[src/rtl/core/olist_pkg.sv]
// ----------------------------------------------------------------------------
// Ordered list engine package
// Command, status and sequencer state codes shared by the list engine files.
// ----------------------------------------------------------------------------
package olist_pkg;

    typedef enum logic [3:0] {
        CMD_ADD_BACK   = 4'd0,
        CMD_ADD_FRONT  = 4'd1,
        CMD_ADD_AT     = 4'd2,
        CMD_REM_BACK   = 4'd3,
        CMD_REM_FRONT  = 4'd4,
        CMD_REM_AT     = 4'd5,
        CMD_CONTAINS   = 4'd6,
        CMD_GET        = 4'd7,
        CMD_FIND       = 4'd8,
        CMD_LENGTH     = 4'd9,
        CMD_CLEAR      = 4'd10
    } t_cmd;

    typedef enum logic [1:0] {
        ST_OK    = 2'd0,
        ST_EMPTY = 2'd1,
        ST_RANGE = 2'd2,
        ST_FULL  = 2'd3
    } t_status;

    typedef enum logic [2:0] {
        S_IDLE,
        S_SHUP,
        S_SHDN,
        S_SCAN,
        S_GET,
        S_DONE
    } t_state;

    typedef struct packed {
        logic    done;
        t_status status;
    } t_res_info;

endpackage

[src/rtl/core/olist_seq.sv]
// ----------------------------------------------------------------------------
// Ordered list sequencer
// Decodes each command, keeps the entry count and walks the entry memory one
// entry per cycle to shift, search or read entries.
// ----------------------------------------------------------------------------
module olist_seq #(
    parameter int CAPACITY    = 256,
    parameter int VALUE_WIDTH = 32,
    parameter int AW          = 8,
    parameter int CW          = 9
) (
    input  logic                     i_clk,
    input  logic                     i_rst_n,
    input  logic                     i_in_valid,
    input  logic [3:0]               i_command,
    input  logic [VALUE_WIDTH-1:0]   i_val,
    input  logic [8:0]               i_index,
    output logic                     o_in_stall,
    input  logic                     i_out_free,
    output olist_pkg::t_res_info     o_info,
    output logic [VALUE_WIDTH-1:0]   o_res_value,
    output logic [AW-1:0]            o_res_index,
    output logic [CW-1:0]            o_count,
    output logic                     o_rd_en,
    output logic [AW-1:0]            o_rd_addr,
    input  logic [VALUE_WIDTH-1:0]   i_rd_data,
    output logic                     o_wr_en,
    output logic [AW-1:0]            o_wr_addr,
    output logic [VALUE_WIDTH-1:0]   o_wr_data
);

    import olist_pkg::*;

    localparam int CMPW = (CW > 9) ? CW : 9;

    t_state                 r_state,     n_state;
    logic [CW-1:0]          r_count,     n_count;
    logic [VALUE_WIDTH-1:0] r_value,     n_value;
    logic [VALUE_WIDTH-1:0] r_res_value, n_res_value;
    logic [AW-1:0]          r_res_index, n_res_index;
    t_status                r_status,    n_status;
    logic [AW-1:0]          r_pos,       n_pos;
    logic [AW-1:0]          r_ptr,       n_ptr;
    logic [AW-1:0]          r_last,      n_last;
    logic [AW-1:0]          r_pa,        n_pa;
    logic                   r_pend,      n_pend;
    logic                   r_more,      n_more;

    logic [CMPW-1:0] cnt_ext;
    logic [CMPW-1:0] idx_ext;
    logic [CMPW-1:0] ins_pos;
    logic [CMPW-1:0] rem_pos;
    logic            full;
    t_cmd            cmd;

    assign cmd     = t_cmd'(i_command);
    assign cnt_ext = CMPW'(r_count);
    assign idx_ext = CMPW'(i_index);
    assign full    = (r_count == CW'(CAPACITY));

    always_comb begin
        case (cmd)
            CMD_ADD_BACK:  ins_pos = cnt_ext;
            CMD_ADD_FRONT: ins_pos = '0;
            default:       ins_pos = idx_ext;
        endcase
        case (cmd)
            CMD_REM_BACK:  rem_pos = cnt_ext - CMPW'(1);
            CMD_REM_FRONT: rem_pos = '0;
            default:       rem_pos = idx_ext;
        endcase
    end

    always_ff @(posedge i_clk) begin
        if (!i_rst_n) begin
            r_state <= S_IDLE;
            r_count <= '0;
            r_pend  <= 1'b0;
            r_more  <= 1'b0;
        end else begin
            r_state <= n_state;
            r_count <= n_count;
            r_pend  <= n_pend;
            r_more  <= n_more;
        end
    end

    always_ff @(posedge i_clk) begin
        r_value     <= n_value;
        r_res_value <= n_res_value;
        r_res_index <= n_res_index;
        r_status    <= n_status;
        r_pos       <= n_pos;
        r_ptr       <= n_ptr;
        r_last      <= n_last;
        r_pa        <= n_pa;
    end

    always_comb begin
        n_state     = r_state;
        n_count     = r_count;
        n_value     = r_value;
        n_res_value = r_res_value;
        n_res_index = r_res_index;
        n_status    = r_status;
        n_pos       = r_pos;
        n_ptr       = r_ptr;
        n_last      = r_last;
        n_pa        = r_pa;
        n_pend      = r_pend;
        n_more      = r_more;
        o_rd_en     = 1'b0;
        o_wr_en     = 1'b0;
        o_wr_addr   = r_pa;
        o_wr_data   = i_rd_data;
        o_info.done   = 1'b0;
        o_info.status = r_status;

        case (r_state)
            S_IDLE: begin
                if (i_in_valid) begin
                    n_res_value = '0;
                    n_res_index = '0;
                    n_status    = ST_OK;
                    n_value     = i_val;
                    n_pend      = 1'b0;
                    n_more      = 1'b0;
                    n_state     = S_DONE;
                    case (cmd)
                        CMD_ADD_BACK, CMD_ADD_FRONT, CMD_ADD_AT: begin
                            if (ins_pos > cnt_ext) begin
                                n_status = ST_RANGE;
                            end else if (full) begin
                                n_status = ST_FULL;
                            end else begin
                                n_pos   = AW'(ins_pos);
                                n_ptr   = AW'(cnt_ext - CMPW'(1));
                                n_more  = (ins_pos != cnt_ext);
                                n_state = S_SHUP;
                            end
                        end
                        CMD_REM_BACK, CMD_REM_FRONT, CMD_REM_AT: begin
                            if (r_count == '0) begin
                                n_status = ST_EMPTY;
                            end else if (rem_pos >= cnt_ext) begin
                                n_status = ST_RANGE;
                            end else begin
                                n_pos   = AW'(rem_pos);
                                n_ptr   = AW'(rem_pos);
                                n_last  = AW'(cnt_ext - CMPW'(1));
                                n_more  = 1'b1;
                                n_state = S_SHDN;
                            end
                        end
                        CMD_CONTAINS, CMD_FIND: begin
                            if (r_count == '0) begin
                                n_status = ST_EMPTY;
                            end else begin
                                n_ptr   = '0;
                                n_last  = AW'(cnt_ext - CMPW'(1));
                                n_more  = 1'b1;
                                n_state = S_SCAN;
                            end
                        end
                        CMD_GET: begin
                            if (r_count == '0) begin
                                n_status = ST_EMPTY;
                            end else if (idx_ext >= cnt_ext) begin
                                n_status = ST_RANGE;
                            end else begin
                                n_ptr   = AW'(idx_ext);
                                n_state = S_GET;
                            end
                        end
                        CMD_CLEAR: begin
                            n_count = '0;
                        end
                        default: begin
                        end
                    endcase
                end
            end
            S_SHUP: begin
                if (r_pend) begin
                    o_wr_en   = 1'b1;
                    o_wr_addr = r_pa + AW'(1);
                end
                if (r_more) begin
                    o_rd_en = 1'b1;
                    n_pend  = 1'b1;
                    n_pa    = r_ptr;
                    n_ptr   = r_ptr - AW'(1);
                    n_more  = (r_ptr != r_pos);
                end else begin
                    n_pend = 1'b0;
                end
                if (!r_pend && !r_more) begin
                    o_wr_en   = 1'b1;
                    o_wr_addr = r_pos;
                    o_wr_data = r_value;
                    n_count   = r_count + CW'(1);
                    n_state   = S_DONE;
                end
            end
            S_SHDN: begin
                if (r_pend) begin
                    if (r_pa == r_pos) begin
                        n_res_value = i_rd_data;
                    end else begin
                        o_wr_en   = 1'b1;
                        o_wr_addr = r_pa - AW'(1);
                    end
                end
                if (r_more) begin
                    o_rd_en = 1'b1;
                    n_pend  = 1'b1;
                    n_pa    = r_ptr;
                    n_ptr   = r_ptr + AW'(1);
                    n_more  = (r_ptr != r_last);
                end else begin
                    n_pend = 1'b0;
                end
                if (!r_pend && !r_more) begin
                    n_count = r_count - CW'(1);
                    n_state = S_DONE;
                end
            end
            S_SCAN: begin
                if (r_pend && (i_rd_data == r_value)) begin
                    n_res_index = r_pa;
                    n_pend      = 1'b0;
                    n_more      = 1'b0;
                    n_state     = S_DONE;
                end else begin
                    if (r_more) begin
                        o_rd_en = 1'b1;
                        n_pend  = 1'b1;
                        n_pa    = r_ptr;
                        n_ptr   = r_ptr + AW'(1);
                        n_more  = (r_ptr != r_last);
                    end else begin
                        n_pend = 1'b0;
                    end
                    if (!r_pend && !r_more) begin
                        n_status = ST_EMPTY;
                        n_state  = S_DONE;
                    end
                end
            end
            S_GET: begin
                if (!r_pend) begin
                    o_rd_en = 1'b1;
                    n_pend  = 1'b1;
                end else begin
                    n_res_value = i_rd_data;
                    n_pend      = 1'b0;
                    n_state     = S_DONE;
                end
            end
            S_DONE: begin
                o_info.done = i_out_free;
                if (i_out_free) begin
                    n_state = S_IDLE;
                end
            end
            default: begin
                n_state = S_IDLE;
            end
        endcase
    end

    assign o_rd_addr   = r_ptr;
    assign o_in_stall  = (r_state != S_IDLE);
    assign o_res_value = r_res_value;
    assign o_res_index = r_res_index;
    assign o_count     = r_count;

endmodule

[config.mk]
export PLATFORM = sky130hd
export DESIGN_NAME = olist_seq
export DESIGN_NICKNAME = d
export VERILOG_FILES = /design/src/rtl/core/olist_pkg.sv /design/src/rtl/core/olist_seq.sv
export SDC_FILE = /design/constraint.sdc
export NUM_CORES = 1
export LEC_CHECK = 0
export BUFFER_PORTS_ARGS = -buffer_cell sky130_fd_sc_hd__buf_2
export CAP_MARGIN = 40
export CORE_UTILIZATION = 45
export CTS_CLUSTER_DIAMETER = 120
export CTS_CLUSTER_SIZE = 24
export DETAILED_ROUTE_END_ITERATION = 10
export PLACE_DENSITY = 0.69
export SYNTH_ARGS = -nofsm -noshare
export SYNTH_HDL_FRONTEND = slang
export SYNTH_SLANG_ARGS = --single-unit
[constraint.sdc]
create_clock -name i_clk -period 5.8 [get_ports i_clk]
set_input_delay 1.16 -clock i_clk [delete_from_list [all_inputs] [get_ports i_clk]]
set_output_delay 1.16 -clock i_clk [all_outputs]
set_load 0.02 [all_outputs]
==> flow_summary_export.csv, run 1 <==
group,metric,value,unit
final_layout,area_growth,21.87,%
worst_setup_path,crit_start,"r_state[1]",
final_layout,drive_above_1_share,29.28,%
hold_path,hp-start,"o_rd_addr[3]",
sta,rsz0062_at_grt,"false",
sta,finalHoldViolCount,0,
final_layout,fin_util,56.11,%
clock_network,cts_buffers,17,
drt,avgRoutedWirePerCell,18.93,um
final_layout,n_antenna_cell,0,
synth,yosysMostFrequentCell,"edfxtp_1",
global_routing,grt_pass1_wl,34.51,mm
synth,synth.distinct_cells,67,
global_routing,overflow,0,
final_layout,final_nets,1077,
worst_setup_path,r2r-start,"o_count[1]",
sta,slew_headroom,43.44,%
synth,synth_edf_count,106,
drt,dr.first_iter.drc_count,495,
global_routing,grt_pass1_vias,6317,
power,peakVddDrop,0.0002523,V
drt,dr.pass1.iters,6,
die,die_h,134.8,um
synth,postSynthCellCount,782,
final_layout,fill_cells,1547,
global_routing,antenna_found_initial,0,
synth,synth_top_area_cell,"edfxtp_1",
clock_network,ctsResizeCount,0,
drt,via_per_inst,5.723,
global_routing,grt_max_degree,33,
clock_network,cts_hold_repair.buffers,0,
die,start_util,46.04,%
global_routing,grt_use_total,25.02,%
clock_network,cts.reportedPaths.clkPinSlew,60,ps
final_layout,seq_area,3463,um2
synth,synthFlopType,"edfxtp_1",
synth,synth_area,7936,um2
sta,finClkSkew,9.795,ps
synth,synthTopCellsByCount,"edfxtp_1, nor2_1, nand2_1",
placement,post-dp-hpwl,17.40,mm
synth,synth_area_leaders,"edfxtp_1, ha_1, mux2_2, xnor2_1, dfxtp_1",
placement,io_buffers,183,
sta,worstMarginPinSlew,847.3,ps
drt,route.vias.total,6839,
synth,netlist.area_leader.share,40.11,%
die,die-area,18170,um2
status,outcome,"completed",
die,rows,48,
drt,drcViolationCount,0,
die,io_pins,184,
clock_network,cts_setup_buffers,0,
sta,setup_viol,0,
worst_setup_path,rrSetupSlack,1720,ps
worst_setup_path,required,4640,ps
worst_setup_path,end_kind,"output pin",
synth,synthArstFlopShare,0,%
synth,syn-num-nets,902,
worst_setup_path,cp-start-kind,"register",
power,total_leakage_power,3.873,nW
die,die_width,134.8,um
worst_setup_path,cp.arrival,3540,ps
hold_path,hold_path.class,"register to register",
worst_setup_path,path_max_fanout,12,
final_layout,multiInputGateArea,4178,um2
clock_network,clockBufferDepth,2,
worst_setup_path,critPathKind,"register to output pin",
sta,fin_crit_sh,81.10,%
clock_network,clkSinkCount,120,
drt,drtAntennaViolNets,0,
synth,synth_seq_cells,120,
sta,fmax,212.6,MHz
flow_run,maxCapViolations,0,
synth,yosysSeqAreaShare,43.64,%
power,total_power,4.548,mW
sta,drv_slew,0,
clock_network,htree_levels,4,
sta,finalSetupTns,0,ps
drt,wirelength,22.62,mm
final_layout,stdcell_area,9672,um2
sta,fin_crit,4704,ps
clock_network,clockRootBuffer,"clkbuf_16",
clock_network,cts_tree,"yes",
clock_network,clock_latency,420,ps
synth,yosys_warnings,0,
placement,gp_congestion,0.9886,
power,p_per_area,470.3,nW/um2
synth,synth.avg_cell_area,10.15,um2
placement,placed_area,9069,um2
die,core,17240,um2
-- state kept, by name (all words and copies together) (netlist names), 2 cells and up --
signal and count:
o_res_value 32, r_value 32, o_count 9, o_rd_addr 8, o_res_index 8, r_last 8, r_pa 8, r_pos 8
r_state 3, r_status 2
-- cell type report --
| class | count | area share (%) |
|---|---|---|
| repair buffers | 197 | 10.61 |
| flip-flops and latches | 120 | 35.81 |
| well taps | 225 | 2.911 |
| clock inverters | 15 | 1.837 |
| inverters | 32 | 1.242 |
| multi-input cells | 589 | 43.20 |
| clock buffers | 17 | 4.398 |
-- placed cells by master (no fill, tap or decap), drive strengths merged, types with 9 or more instances in the layout --
master  synthesis  final
nand4          15     15
nor3           16     16
inv            31     33
xnor2          50     50
nand2b         10     10
edfxtp        106    106
mux2           39     39
buf            13    197
ha             38     38
clkbuf         28     17
nor2           59     59
and3            9      9
nand2          52     52
o31ai          12     12
and2           34     34
nor4           10     10
o21ai          31     31
a21oi          51     51
nand3          11     11
xor2           26     26
nor2b          12     12
o211ai          9      9
dfxtp          14     14
-- layer usage --
| metal | vias to the layer above | GRT usage (%) | wire length (um) |
|---|---|---|---|
| met5 | - | 0 | 0 |
| met4 | 0 | 10.24 | 617 |
| met3 | 50 | 6.419 | 1751 |
| met2 | 293 | 40.55 | 10850 |
| met1 | 3238 | 31.79 | 9398 |
| li1 | 3258 | - | - |
-- cells by family (layout without fill, tap and decap cells) --
group	Yosys count	in the layout	share of synthesized area, %
buf+inv	73	261	3.799
mux	43	43	6.038
flops	120	120	43.64
compound gates	184	184	15.66
xor+xnor	76	76	8.387
simple gates	247	247	16.24
fa+ha+maj	39	39	6.243
-- worst paths after layout --
kind | end | cells past startpoint
worst max-delay path | o_wr_addr[7] | 7
worst min-delay path | r_pa[3] | 0
worst max register to register | r_pos[2] | 13
worst min register to register | r_pa[3] | 0
-- worst max-delay path, cell delays in order, from the launching register on --
cell	delay (ps)
dfxtp_1	550
nor2b_1	710
inv_1	450
nor2_1	580
nor2_1	260
o21ai_0	210
o221ai_1	150
buf_2	210
-- where the power goes --
| part | internal [mW] | total (mW) | switching [mW] |
|---|---|---|---|
| sequential | 1.27 | 1.45 | 0.183 |
| combinational | 0.747 | 2.03 | 1.28 |
| clock | 0.676 | 1.07 | 0.397 |
| total | 2.69 | 4.55 | 1.86 |
-- metrics by stage --
stage	setup slack, ps	cells	hold WS (ps)
2_1_floorplan	1382	782	603.3
3_3_place_gp	1296	1158	603.9
3_5_place_dp	1204	1163	614.3
4_1_cts	1150	1195	624.3
5_1_grt	872.7	1195	658.0
6_report	1096	1195	624.7
Power figures use the tool's default switching activity.
==> run 2: changes to the inputs <==
--- a/config.mk
+++ b/config.mk
@@ -11,7 +11,7 @@
 export CTS_CLUSTER_DIAMETER = 120
 export CTS_CLUSTER_SIZE = 24
 export DETAILED_ROUTE_END_ITERATION = 10
-export PLACE_DENSITY = 0.69
+export PLACE_DENSITY = 0.71
 export SYNTH_ARGS = -nofsm -noshare
 export SYNTH_HDL_FRONTEND = slang
 export SYNTH_SLANG_ARGS = --single-unit
==> constraint.sdc (replaced) <==
create_clock -name i_clk -period 4.16 [get_ports i_clk]
set_input_delay 0.832 -clock i_clk [delete_from_list [all_inputs] [get_ports i_clk]]
set_output_delay 0.832 -clock i_clk [all_outputs]
set_load 0.02 [all_outputs]
==> flow_summary_export.csv, run 2 (synthesis gave the netlist of run 1 again) <==
group,metric,value,unit
clock_network,cts_buffers,17,
clock_network,htree_levels,4,
sta,fin_crit_sh,90.51,%
worst_setup_path,critPathKind,"register to register",
flow_run,maxCapViolations,0,
status,outcome,"completed",
worst_setup_path,path_max_fanout,8,
die,die_h,134.8,um
clock_network,cts_hold_repair.buffers,0,
clock_network,clockBufferDepth,2,
power,netSwitchingFraction,42.47,%
sta,fmax,265.6,MHz
clock_network,cts_setup_buffers,0,
global_routing,grt_pass1_wl,36.61,mm
power,combPwrFrac,46.5,%
worst_setup_path,reg2reg_to,"r_pos[6]",
worst_setup_path,required,4290,ps
worst_setup_path,end_kind,"register",
global_routing,grt_use_total,26.88,%
final_layout,layout_commonest_cell,"buf_2",
drt,drtAntennaViolNets,0,
clock_network,cts.reportedPaths.clkPinSlew,60,ps
power,peakVddDrop,0.0003486,V
worst_setup_path,cp-start-kind,"register",
worst_setup_path,endpoint,"r_pos[6]",
sta,worstMarginPinSlew,914.1,ps
sta,finalSetupTns,0,ps
global_routing,grt_max_degree,34,
drt,avgRoutedWirePerCell,19.77,um
power,pwr-share-clk,21.6,%
drt,route.vias.total,7052,
clock_network,clkSinkCount,120,
drt,drcViolationCount,0,
placement,io_buffers,183,
sta,drv_slew,0,
hold_path,hp-start,"i_val[13]",
sta,finalHoldViolCount,0,
worst_setup_path,cp.arrival,3900,ps
power,p_int,3.607,mW
die,start_util,46.04,%
power,p_sw,2.662,mW
drt,via_per_inst,5.804,
placement,post-dp-hpwl,18.28,mm
clock_network,clockRootBuffer,"clkbuf_16",
worst_setup_path,reg2regPathDepth,13,
power,p_seq_share,31.9,%
placement,gp_congestion,0.9969,
die,io_pins,184,
worst_setup_path,r2r-start,"o_count[1]",
drt,dr.first_iter.drc_count,718,
clock_network,clock_latency,430,ps
sta,fin_crit,3765,ps
global_routing,antenna_found_initial,1,
worst_setup_path,rrSetupSlack,390,ps
placement,placed_area,9206,um2
sta,finClkSkew,8.780,ps
die,die-area,18170,um2
die,rows,48,
sta,setup_viol,0,
hold_path,hold_path.class,"primary input to register",
clock_network,cts_tree,"yes",
die,core,17240,um2
global_routing,overflow,0,
die,die_width,134.8,um
final_layout,final_cell_mix,"buf_2, edfxtp_1, nor2_1",
worst_setup_path,crit_start,"o_count[1]",
sta,rsz0062_at_grt,"false",
sta,slew_headroom,38.84,%
clock_network,ctsResizeCount,0,
final_layout,area_growth,22.89,%
drt,dr.pass1.iters,5,
global_routing,grt_pass1_vias,6590,
final_layout,final_nets,1096,
power,p_per_area,642.8,nW/um2
drt,wirelength,24.02,mm
power,total_leakage_power,3.936,nW
final_layout,stdcell_area,9753,um2
final_layout,drive_above_1_share,30.54,%
## run 2: cell type report
cell class,count,area [um2]
clock inverters,14,115.1
fillers,1531,7483
clock buffers,18,429.2
flip-flops and latches,120,3463
inverters,32,120.1
well taps,225,281.5
repair buffers,216,1164
multi-input cells,589,4178
diodes,1,2.502
## run 2: worst min path at each step
stage,endpoint,slack (ps),cells past startpoint
6_report,r_value[13],580,1
5_1_grt,r_value[10],560,1
4_1_cts,r_value[16],560,1
3_5_place_dp,o_count[7],620,2
3_3_place_gp,o_count[7],590,2
2_1_floorplan,r_more,600,3
## run 2: metal layers
metal	GRT usage, %	vias to the layer above	part of all wire (%)
met1	34.55	3330	42
met4	14.86	0	4.2
met3	4.279	63	7.3
li1	-	3298	-
met5	0	-	0
met2	43.33	361	47
## run 2: power groups by stage
stage               Clock, mW  Combinational [mW]  Sequential [mW]
floorplan                   0                1.73             2.18
global placement            0                2.86             2.01
detailed placement          0                2.89             2.02
CTS                      1.37                2.91             2.00
global route             1.42                3.13             2.04
finish                   1.35                2.92             2.00
## run 2: stage by stage
step / power, mW / setup slack (ps) / hold slack [ps] / cells / util (%)
final: 6.269 / 394.8 / 577.6 / 1215 / 56.58
after CTS: 6.271 / 415.2 / 563.2 / 1214 / 56.57
after detailed placement: 4.909 / 88.45 / 615.8 / 1182 / 53.41
after global placement: 4.874 / 207.4 / 589.0 / 1182 / 53.41
after floorplan: 3.910 / 70.31 / 603.3 / 782 / -
after global routing: 6.585 / 57.09 / 563.3 / 1215 / 56.58
## run 2: critical path, cell delays in order (launching register included)
cell and delay (ps):
dfxtp_1 520, inv_1 230, ha_1 320, and3_1 220
xnor2_1 180, a211oi_1 450, ha_1 330, a21oi_1 140
o211ai_1 100, a41o_1 250, a21oi_1 240, nand3_1 110
a211oi_1 180, buf_4 200
==> run 3: changes to the inputs <==
--- a/config.mk
+++ b/config.mk
@@ -8,10 +8,12 @@
 export BUFFER_PORTS_ARGS = -buffer_cell sky130_fd_sc_hd__buf_2
 export CAP_MARGIN = 40
 export CORE_UTILIZATION = 45
+export CTS_BUF_LIST = sky130_fd_sc_hd__clkbuf_4
 export CTS_CLUSTER_DIAMETER = 120
 export CTS_CLUSTER_SIZE = 24
 export DETAILED_ROUTE_END_ITERATION = 10
 export PLACE_DENSITY = 0.71
+export RECOVER_POWER = 25
 export SYNTH_ARGS = -nofsm -noshare
 export SYNTH_HDL_FRONTEND = slang
 export SYNTH_SLANG_ARGS = --single-unit
==> flow_summary_export.csv, run 3 (synthesis gave the netlist of run 1 again) <==
group,metric,value,unit
sta,setup_viol,0,
die,die-area,18170,um2
sta,slew_headroom,36.00,%
worst_setup_path,end_kind,"output pin",
final_layout,drive_above_1_share,27.91,%
clock_network,clock_latency,550,ps
power,total_leakage_power,3.725,nW
clock_network,htree_levels,4,
sta,finClkSkew,21.23,ps
worst_setup_path,path_max_fanout,7,
placement,post-dp-hpwl,18.28,mm
worst_setup_path,critPathBufInv,1,
die,io_pins,184,
sta,finalHoldViolCount,0,
power,p_per_area,598.2,nW/um2
final_layout,layout_commonest_cell,"buf_2",
final_layout,multiInputGateArea,4178,um2
clock_network,clkSinkCount,120,
drt,avgRoutedWirePerCell,19.72,um
sta,finalSetupTns,0,ps
die,die_width,134.8,um
global_routing,grt_pass1_wl,36.39,mm
clock_network,cts_setup_buffers,0,
placement,gp_congestion,0.9969,
clock_network,cts_buffers,17,
clock_network,clockRootBuffer,"clkbuf_4",
global_routing,grt_use_total,26.64,%
die,die_h,134.8,um
drt,dr.pass1.iters,5,
global_routing,antenna_found_initial,1,
worst_setup_path,critPathKind,"register to output pin",
clock_network,cts_tree,"yes",
global_routing,overflow,0,
power,p_int,3.053,mW
flow_run,maxCapViolations,0,
status,outcome,"completed",
drt,via_per_inst,5.781,
power,peakVddDrop,0.0002639,V
worst_setup_path,cp-start-kind,"register",
placement,dp_cells,1182,
die,start_util,46.04,%
clock_network,cts_hold_repair.buffers,0,
placement,io_buffers,183,
final_layout,final_nets,1096,
final_layout,seq_area,3463,um2
power,p_sw,2.582,mW
sta,fin_crit_sh,93.30,%
drt,drtAntennaViolNets,0,
sta,worstMarginPinSlew,956.5,ps
drt,dr.first_iter.drc_count,745,
drt,wirelength,23.96,mm
clock_network,clockBufferDepth,2,
sta,fmax,257.7,MHz
worst_setup_path,critPathTopFamily,"simple AND/OR/NAND/NOR gates",
die,core,17240,um2
worst_setup_path,required,3330,ps
die,rows,48,
worst_setup_path,cp.arrival,3050,ps
power,pwr-share-clk,13.4,%
hold_path,hp-start,"i_val[16]",
final_layout,final_cells,1215,
clock_network,cts.reportedPaths.clkPinSlew,130,ps
power,netSwitchingFraction,45.82,%
worst_setup_path,r2r-start,"o_count[1]",
sta,fin_crit,3881,ps
sta,drv_slew,0,
power,combPwrFrac,51.2,%
final_layout,area_growth,18.70,%
final_layout,fill_cells,1588,
sta,rsz0062_at_grt,"false",
drt,drcViolationCount,0,
hold_path,hold_path.class,"primary input to register",
power,p_seq_share,35.4,%
drt,route.vias.total,7024,
global_routing,grt_max_degree,34,
final_layout,final_cell_mix,"buf_2, edfxtp_1, nor2_1",
worst_setup_path,crit_start,"r_pa[6]",
worst_setup_path,path_cells,"xor2_1 -> nor4_1 -> nand2_1 -> a21oi_1 -> nor2_1 -> o221a_2 -> buf_2",
clock_network,ctsResizeCount,0,
global_routing,grt_pass1_vias,6589,
worst_setup_path,slowest_stage,"nor4_1",
worst_setup_path,max_stage_delay,690,ps
==> run 3: cell count changes in the layout (fill, tap and decap cells not counted) <==
cell,change
clkbuf_1,+26
buf_2,-25
clkbuf_4,+18
buf_4,-2
clkbuf_16,-17
==> run 3: cell type report <==
class / count / share of cell area (%)
Multi-Input combinational cell: 589 / 44.35
Sequential cell: 120 / 36.76
Timing Repair Buffer: 216 / 11.94
Tap cell: 225 / 2.988
Clock buffer: 18 / 1.434
Inverter: 32 / 1.275
Clock inverter: 14 / 1.222
Antenna cell: 1 / 0.02656
==> run 3: layer usage <==
layer	vias to the layer above	share of wire [%]	global-route usage [%]
met5	-	0	0
met4	0	3.7	12.23
met3	55	7.1	4.354
met2	332	47	43.84
met1	3336	42	34.37
li1	3301	-	-
==> run 3: final timing paths <==
check / end / slack [ps] / cells past startpoint
worst min-delay path: r_value[16] / 440 / 1
worst max register to register: r_pos[0] / 390 / 13
worst max-delay path: o_wr_addr[0] / 280 / 7
worst min register to register: o_count[7] / 630 / 2
==> run 3: power groups by stage <==
stage               Sequential [mW]  Combinational, mW  Clock [mW]
detailed placement             2.02               2.89           0
global route                   2.04               3.10       0.811
finish                         2.00               2.89       0.754
floorplan                      2.18               1.73           0
CTS                            1.99               2.91       0.774
global placement               2.01               2.86           0
==> run 3: through the flow <==
stage	util (%)	worst slack [ps]	power [mW]	cell area, um2	hold WS (ps)
after floorplan	-	70.31	3.910	7936	603.3
after global placement	53.41	207.4	4.874	9206	589.0
after detailed placement	53.41	88.45	4.909	9206	615.8
after CTS	54.86	290.8	5.670	9457	392.5
after global routing	54.65	36.73	5.946	9420	394.9
final	54.65	278.8	5.635	9420	441.6
